==> src/hw/rtl/align_vector_rotation_matrix_top_defines.svh <==
// Assertion macros shared by the align-vector rotation RTL
`ifndef ALIGN_VECTOR_ROTATION_MATRIX_TOP_DEFINES_SVH
`define ALIGN_VECTOR_ROTATION_MATRIX_TOP_DEFINES_SVH

// condition holds at every clock edge out of reset
`define AVRM_CHECK(label, cond, msg) \
  label: assert property (@(posedge clk) disable iff (rst) (cond)) else $error(msg);

// consequent holds in the same cycle as the antecedent
`define AVRM_CHECK_IMP(label, ante, cons, msg) \
  label: assert property (@(posedge clk) disable iff (rst) (ante) |-> (cons)) else $error(msg);

// consequent holds in the cycle after the antecedent
`define AVRM_CHECK_NXT(label, ante, cons, msg) \
  label: assert property (@(posedge clk) disable iff (rst) (ante) |=> (cons)) else $error(msg);

`endif

==> src/hw/rtl/avrm_pkg.sv <==
// Types and constants for the align-vector rotation matrix block
`timescale 1ns / 1ps
package avrm_pkg;

  localparam int FRAC_BITS  = 14;
  localparam int IN_W       = 16;
  localparam int OUT_W      = 16;
  localparam int PROD_W     = 2 * IN_W;
  localparam int V_W        = PROD_W + 1;
  localparam int C_W        = PROD_W + 2;
  localparam int OMC_S_W    = C_W + 1;
  localparam int OMC_W      = PROD_W;
  localparam int SQ_W       = 2 * PROD_W;
  localparam int PP_W       = 2 * V_W;
  localparam int Q_W        = OMC_W;
  localparam int N_W        = SQ_W + OMC_W;
  localparam int VRND_W     = V_W + 1;
  localparam int VRM_W      = VRND_W - FRAC_BITS;
  localparam int VR_W       = VRM_W + 1;
  localparam int QR_W       = Q_W + 1;
  localparam int TM_W       = QR_W - FRAC_BITS;
  localparam int TERM_W     = TM_W + 1;
  localparam int SUM_W      = TERM_W + 3;
  localparam int LANES      = 6;
  localparam int DIV_STAGES = Q_W;
  localparam int FIFO_DEPTH = 4;
  localparam int FIFO_AW    = $clog2(FIFO_DEPTH);
  localparam int FIFO_CW    = FIFO_AW + 1;

  localparam int HALF = 1 << (FRAC_BITS - 1);
  localparam int ONE  = 1 << FRAC_BITS;

  localparam logic signed [OMC_S_W-1:0] ONE_SQ      = OMC_S_W'(1) << (2 * FRAC_BITS);
  localparam logic signed [SUM_W-1:0]   SUM_ONE     = SUM_W'(ONE);
  localparam logic signed [SUM_W-1:0]   SUM_NEG_ONE = -SUM_W'(ONE);
  localparam logic signed [OUT_W-1:0]   OUT_ONE     = OUT_W'(ONE);

  typedef struct packed {
    logic signed [IN_W-1:0] a_x;
    logic signed [IN_W-1:0] a_y;
    logic signed [IN_W-1:0] a_z;
    logic signed [IN_W-1:0] b_x;
    logic signed [IN_W-1:0] b_y;
    logic signed [IN_W-1:0] b_z;
  } in_t;

  typedef struct packed {
    logic signed [OUT_W-1:0] r00;
    logic signed [OUT_W-1:0] r01;
    logic signed [OUT_W-1:0] r02;
    logic signed [OUT_W-1:0] r10;
    logic signed [OUT_W-1:0] r11;
    logic signed [OUT_W-1:0] r12;
    logic signed [OUT_W-1:0] r20;
    logic signed [OUT_W-1:0] r21;
    logic signed [OUT_W-1:0] r22;
    logic                    degenerate;
  } out_t;

  // classified item handed from the front end to the back end
  typedef struct packed {
    logic signed [V_W-1:0] v0;
    logic signed [V_W-1:0] v1;
    logic signed [V_W-1:0] v2;
    logic signed [C_W-1:0] c;
    logic                  degen;
  } cls_t;

  // per-item data that rides alongside the divider
  typedef struct packed {
    logic signed [VR_W-1:0] vr0;
    logic signed [VR_W-1:0] vr1;
    logic signed [VR_W-1:0] vr2;
    logic [LANES-1:0]       neg;
    logic                   degen;
  } side_t;

endpackage

==> src/hw/rtl/avrm_fifo.sv <==
// Short queue between the front end and the back end
`timescale 1ns / 1ps
`include "align_vector_rotation_matrix_top_defines.svh"
module avrm_fifo (
  input  logic            clk,
  input  logic            rst,
  input  logic            push,
  input  avrm_pkg::cls_t  wdata,
  output logic            full,
  input  logic            pop,
  output avrm_pkg::cls_t  rdata,
  output logic            empty
);

  avrm_pkg::cls_t                  mem [avrm_pkg::FIFO_DEPTH];
  logic [avrm_pkg::FIFO_AW-1:0]    wr_ptr;
  logic [avrm_pkg::FIFO_AW-1:0]    rd_ptr;
  logic [avrm_pkg::FIFO_CW-1:0]    count;

  assign full  = (count == avrm_pkg::FIFO_CW'(avrm_pkg::FIFO_DEPTH));
  assign empty = (count == '0);
  assign rdata = mem[rd_ptr];

  always_ff @(posedge clk) begin
    if (push) begin
      mem[wr_ptr] <= wdata;
    end
  end

  always_ff @(posedge clk) begin
    if (rst) begin
      wr_ptr <= '0;
      rd_ptr <= '0;
      count  <= '0;
    end else begin
      if (push) begin
        wr_ptr <= wr_ptr + 1'b1;
      end
      if (pop) begin
        rd_ptr <= rd_ptr + 1'b1;
      end
      if (push && !pop) begin
        count <= count + 1'b1;
      end else if (pop && !push) begin
        count <= count - 1'b1;
      end
    end
  end

  `AVRM_CHECK(a_fifo_ptr_count, (wr_ptr - rd_ptr) == count[avrm_pkg::FIFO_AW-1:0], "queue pointers and fill count disagree")

endmodule

==> config.mk <==
export PLATFORM = sky130hd
export DESIGN_NAME = avrm_fifo
export DESIGN_NICKNAME = d
export VERILOG_FILES = /design/src/hw/rtl/avrm_pkg.sv /design/src/hw/rtl/avrm_fifo.sv
export VERILOG_INCLUDE_DIRS = /design/src /design/src/hw/rtl
export SDC_FILE = /design/constraint.sdc
export NUM_CORES = 1
export LEC_CHECK = 0
export ABC_AREA = 1
export BUFFER_PORTS_ARGS = -buffer_cell sky130_fd_sc_hd__buf_2
export CORE_AREA = 10 10 213 215
export DETAILED_ROUTE_END_ITERATION = 12
export DIE_AREA = 0 0 223 225
export GPL_TIMING_DRIVEN = 0
export PLACE_DENSITY = 0.7
export REMOVE_ABC_BUFFERS = 1
export SETUP_SLACK_MARGIN = 0.4
export SLEW_MARGIN = 40
export SYNTH_ARGS = -nofsm -noshare
export SYNTH_HDL_FRONTEND = slang
export SYNTH_SLANG_ARGS = --single-unit
==> constraint.sdc <==
create_clock -name clk -period 5.3 [get_ports clk]
set_input_delay 1.06 -clock clk [delete_from_list [all_inputs] [get_ports clk]]
set_output_delay 1.06 -clock clk [all_outputs]
set_load 0.01 [all_outputs]
==> metrics.csv, run 1 <==
stage,metric,value,unit
outcome,status,finished clean,
place,pre_cts_slack,1.85,ns
pwr,p_total,9.56,mW
place,placed_area,0.0223,mm^2
pwr,static-leakage-power,8.36,nW
critical_path,path_max_fanout,135,
drt,drt_pass1_iterations,5,
sta,max_freq,256,MHz
place,gpl.final_weighted_congestion,0.718,
critical_path,criticalPathCategory,reg -> out,
drt,routed.top_layer,met5,
sta,post-route-min-period,3.90,ns
floorplan,fp.coreArea,0.0414,mm^2
floorplan,io-pin-count,274,
place,io_buffer_count,273,
clock_network,tritoncts,built,
drt,wl_met3,3250,um
global_route,initial_antenna_violation_count,12,
global_route,grt_remaining_overflow,0,
synth,yosysSeqAreaShare,80.0,%
drt,drt_iter0_drc,960,
critical_path,cp-end-kind,output port,
clock_network,cts.clk_slew.worst_paths,0.06,ns
sta,timing.slew.headroom,57.0,%
drt,met2WireLength,21900,um
global_route,global_route.usage.total,17.4,%
sta,grt_setup_unrepaired,no,
floorplan,die_w,223,um
synth,synth.cell_area,0.0203,mm^2
min_path,worst_hold_path_type,reg -> reg,
clock_network,clock_path_buffers,3,
sta,tightestPinTransition,0.645,ns
clock_network,postCtsResizedCells,0,
synth,ys_seq_elements,545,
floorplan,initial_utilization,49.2,%
sta,layout_setup_ws,1.40,ns
synth,syn-instance-count,1354,
critical_path,regToRegSetupSlack,3.24,ns
finish,area_delta_synth_final,18.1,%
clock_network,tritoncts_num_sinks,545,
critical_path,critical_path_arrival,2.84,ns
pwr,vdd_ir_drop_max,322,uV
floorplan,die_y,225,um
sta,maxSlewViolCount,0,
sta,setup_viol,0,
floorplan,die_area,0.0502,mm^2
clock_network,cts_root_buf,clkbuf_16,
drt,drc,0,
pwr,power.density_cell_area,398,mW/mm^2
drt,avgViaCountPerCell,5.47,
sta,fin_worst_skew,0.0128,ns
drt,final_ant_viol_nets,0,
sta,post_route_setup_tns,0,ns
drt,routed_wire_length_per_instance,20.4,um
clock_network,insertion_delay,0.58,ns
synth,yosys.cell_types.count,23,
critical_path,critical_path_start_type,flop,
clock_network,post-cts-setup-buffers,0,
critical_path,worstPathRequired,4.24,ns
finish,drive_above_1_share,22.9,%
finish,design_area,0.0240,mm^2
drt,dr_vias,12000,
flow_run,drv_cap,0,
floorplan,rows,75,
sta,layout_worst_path_cycle_share,73.6,%
clock_network,h-tree-depth,2,
drt,wirelength_met1,18500,um
finish,design.final.nets,1757,
synth,synth_warnings,0,
global_route,maximum_number_of_pins_on_one_net_before_global_route_repair,136,
global_route,number_of_global_route_vias_before_repair,12100,
place,hpwlAfterDp,25800,um
sta,report.final.hold_viol_count,0,
synth,avgSynthCellArea,15.0,um^2
drt,route.final.wire_length,44800,um
finish,finalCoreUtilization,58.1,%
clock_network,cts_hold_buf,0,
clock_network,cts_buffers,54,
global_route,grt_pass1_wl,68700,um
kinds of logic (layout without fill, tap and decap cells):
| logic type | after synthesis | after routing | share of synthesized area [%] |
|---|---|---|---|
| AOI/OAI and AO/OA | 410 | 410 | 10.9 |
| xor gates and xnor gates | 1 | 1 | 0.0431 |
| adders and majority gates | 6 | 6 | 0.406 |
| buffers and inverters | 105 | 406 | 3.33 |
| DFF | 545 | 545 | 80.0 |
| other | 0 | 4 | 0 |
| and+or+nand+nor | 287 | 287 | 5.33 |
cell usage in the layout, fill, tap and decap left out, types with 8 or more instances in the layout:
cell type,instances
buf_12,8
buf_16,10
buf_2,273
clkbuf_16,55
clkinv_1,11
clkinv_2,15
edfxtp_1,536
inv_1,11
nand2_1,9
nor2_1,274
o21ai_0,215
o21ai_1,58
o22ai_1,134
power breakdown:
| part | internal, mW | switching (mW) | total, mW |
|---|---|---|---|
| sequential | 4.93 | 0.0456 | 4.97 |
| combinational | 0.296 | 0.576 | 0.871 |
| clock | 2.18 | 1.53 | 3.71 |
state kept, by name, indices dropped and copies added (netlist names), named ones only:
| name | cells |
|---|---|
| count | 3 |
| mem | 536 |
| rd_ptr | 2 |
| wr_ptr | 2 |
layout make-up:
type / instances / area [um^2]
tap: 539 / 674
timing repair buffer: 291 / 1800
inverter: 17 / 133
sequential: 545 / 16300
antenna: 4 / 10.0
clock buffer: 62 / 1400
fill: 3194 / 17400
clock inverter: 36 / 330
multi-input combinational: 704 / 3390
stage by stage:
| stage | hold WS, ns | instances |
|---|---|---|
| final | 0.443 | 2198 |
| after global routing | 0.442 | 2196 |
| after CTS | 0.436 | 2194 |
| after detailed placement | 0.418 | 2096 |
| after global placement | 0.427 | 2078 |
| after floorplan | 0.412 | 1266 |
worst max-delay path: stages, from the launching register on:
cell and delay, ns:
dfxtp_4 0.42, buf_12 0.21, bufinv_16 0.44, buf_16 0.44, o21ai_0 0.17, o22ai_1 0.30
buf_2 0.21
worst paths after layout:
kind	from	to	depth (start not counted)
hold reg to reg	rd_ptr[1]	flop	1
hold / removal	rd_ptr[1]	flop	1
setup / recovery	flop	rdata[108]	6
setup reg to reg	wr_ptr[0]	mem[0][86]	6
layer usage:
metal / vias to the layer above / GRT usage, %
li1: 5658 / -
met1: 5922 / 22.0
met2: 325 / 28.5
met3: 92 / 4.70
met4: 16 / 5.88
met5: - / 0
synth_stat cells, drive strengths merged:
library cell	n	share of area, %
nand4	1	0.031
nand3	1	0.025
nand2	9	0.17
o21ai	273	6.7
ha	5	0.31
o22ai	134	4.1
nor2	274	5.1
clkinv	1	0.043
dfxtp	9	0.89
edfxtp	536	79
xor2	1	0.043
fa	1	0.098
nor3	2	0.049
clkbuf	43	0.79
inv	16	0.33
buf	45	2.2
a21oi	3	0.074
Note: power is estimated with default switching activity, not from simulation.
==> run 2, diff against run 1 <==
==> constraint.sdc (replaced) <==
create_clock -name clk -period 3.85 [get_ports clk]
set_input_delay 0.77 -clock clk [delete_from_list [all_inputs] [get_ports clk]]
set_output_delay 0.77 -clock clk [all_outputs]
set_load 0.01 [all_outputs]
==> run 2 against run 1 <==
  * Die area is the same
  * Highest routed layer unchanged
  * Flip-flop and latch count unchanged
  * Register-to-register slack lost 1.5 ns
  * Design area rose by 0.15%
  * Via count up 0.92%
  * First-iteration DRC count fell by 8.4%
  * Global-route usage grew 0.40 points
  * Sequential power grew 38%
  * Critical endpoint unchanged
==> metrics.csv, run 2 (synthesis results as in run 1) <==
stage,metric,value,unit
outcome,status,finished clean,
drt,final_ant_viol_nets,0,
clock_network,cts_root_buf,clkbuf_16,
critical_path,worst_path_max_delay_cell,dfxtp_4,
finish,most_common_cell_after_layout_fill_and_taps_aside,edfxtp_1,
place,io_buffer_count,273,
place,pre_cts_slack,0.686,ns
pwr,vdd_ir_drop_max,441,uV
critical_path,worst_r2r_path_depth,6,
critical_path,path_max_fanout,68,
global_route,number_of_global_route_vias_before_repair,12200,
clock_network,post-cts-setup-buffers,0,
drt,drt_pass1_iterations,5,
floorplan,fp.coreArea,0.0414,mm^2
finish,layout_common_cells,"edfxtp_1 (536), nor2_1 (274), buf_2 (273)",
finish,finalCoreUtilization,58.2,%
finish,design.final.nets,1759,
finish,max_flop_register,mem,
clock_network,insertion_delay,0.58,ns
place,gpl.final_weighted_congestion,0.718,
finish,n_fill_cell,3192,
drt,dr_vias,12100,
floorplan,io-pin-count,274,
pwr,p_total,13.2,mW
floorplan,initial_utilization,49.2,%
floorplan,die_w,223,um
clock_network,tritoncts_num_sinks,545,
drt,route.final.wire_length,45800,um
sta,layout_setup_ws,0.584,ns
global_route,maximum_number_of_pins_on_one_net_before_global_route_repair,135,
critical_path,crit_path_max_incr_delay,0.42,ns
finish,largest_registers,"mem x536, count x3",
finish,largest_register_ff_count,536,
pwr,static-leakage-power,8.38,nW
critical_path,crit_chain,"buf_12, inv_16, buf_16, o21ai_0, o22ai_1, buf_2",
sta,post-route-min-period,3.27,ns
sta,fin_worst_skew,0.0101,ns
finish,design_area,0.0241,mm^2
place,placed_area,0.0223,mm^2
critical_path,criticalPathCategory,reg -> out,
flow_run,drv_cap,0,
sta,maxSlewViolCount,0,
sta,report.final.hold_viol_count,0,
sta,timing.slew.headroom,57.0,%
critical_path,critical_path_start_type,flop,
finish,drive_above_1_share,23.0,%
finish,area_delta_synth_final,18.3,%
drt,drt_iter0_drc,879,
clock_network,cts.clk_slew.worst_paths,0.06,ns
min_path,worst_hold_path_type,in -> reg,
drt,avgViaCountPerCell,5.51,
sta,grt_setup_unrepaired,no,
critical_path,worstSetupPathDepth,6,
place,hpwlAfterDp,25800,um
clock_network,cts_buffers,54,
sta,setup_viol,0,
critical_path,critPathTopFamily,buffers and inverters,
sta,max_freq,306,MHz
floorplan,die_y,225,um
sta,tightestPinTransition,0.645,ns
min_path,worst_hold_path_cells,2,
pwr,power.density_cell_area,547,mW/mm^2
clock_network,tritoncts,built,
global_route,grt_pass1_wl,70000,um
global_route,initial_antenna_violation_count,12,
global_route,grt_remaining_overflow,0,
global_route,global_route.usage.total,17.8,%
drt,routed_wire_length_per_instance,20.8,um
critical_path,critical_path_arrival,2.50,ns
critical_path,worst-path-buf-inv,4,
critical_path,worstPathRequired,3.08,ns
clock_network,clock_path_buffers,3,
sta,layout_worst_path_cycle_share,84.8,%
clock_network,h-tree-depth,2,
floorplan,die_area,0.0502,mm^2
floorplan,rows,75,
clock_network,cts_hold_buf,0,
critical_path,cp-end-kind,output port,
drt,drc,0,
## run 2: cell types whose count changed in the layout (fill, tap and decap cells not counted), sizes merged
cell | before | now
diode | 4 | 6
bufbuf | 0 | 1
inv | 17 | 19
bufinv | 7 | 6
## run 2: through the flow
step | std cells | hold slack, ns | TNS (ns)
final | 2202 | 0.353 | 0
after global routing | 2198 | 0.339 | 0
after CTS | 2196 | 0.316 | 0
after detailed placement | 2096 | 0.418 | 0
after global placement | 2078 | 0.427 | -2387.45
after floorplan | 1266 | 0.412 | -435.35
## run 2: timing repair
item                                   4_1_cts  5_1_grt
endpoints found under the hold margin        0        0
setup endpoints to repair                   67        0
resized for setup                            1        0
## run 2: metal layers
metal	routed length, um	track usage [%]	vias up
li1	-	-	5673
met1	19000	22.5	6003
met2	22400	29.3	344
met3	3380	4.73	88
met4	850	5.84	16
met5	119	0	-
## run 2: cell type report
class / count / area (um^2) / area share, %
diodes: 6 / 15.0 / 0.0624
clock buffers: 62 / 1400 / 5.83
clock inverters: 36 / 330 / 1.37
inverters: 17 / 123 / 0.510
multi-input cells: 704 / 3390 / 14.1
flip-flops and latches: 545 / 16300 / 67.7
well taps: 539 / 674 / 2.80
repair buffers: 292 / 1830 / 7.62
repair inverters: 1 / 8.76 / 0.0364
## run 2: power by group
| group | internal, mW | total (mW) | switching, mW | leakage [nW] |
|---|---|---|---|---|
| clock | 3.00 | 5.11 | 2.11 | 0.860 |
| sequential | 6.78 | 6.85 | 0.0627 | 5.00 |
| combinational | 0.409 | 1.21 | 0.806 | 2.52 |
| total | 10.2 | 13.2 | 2.98 | 8.38 |
## run 2: worst paths after layout
| kind | startpoint | end | slack (ns) |
|---|---|---|---|
| max | flop | rdata[108] | 0.58 |
| min | rst | count[0] | 0.35 |
| max reg2reg | wr_ptr[0] | mem[0][86] | 1.78 |
| min reg2reg | rd_ptr[1] | flop | 0.44 |
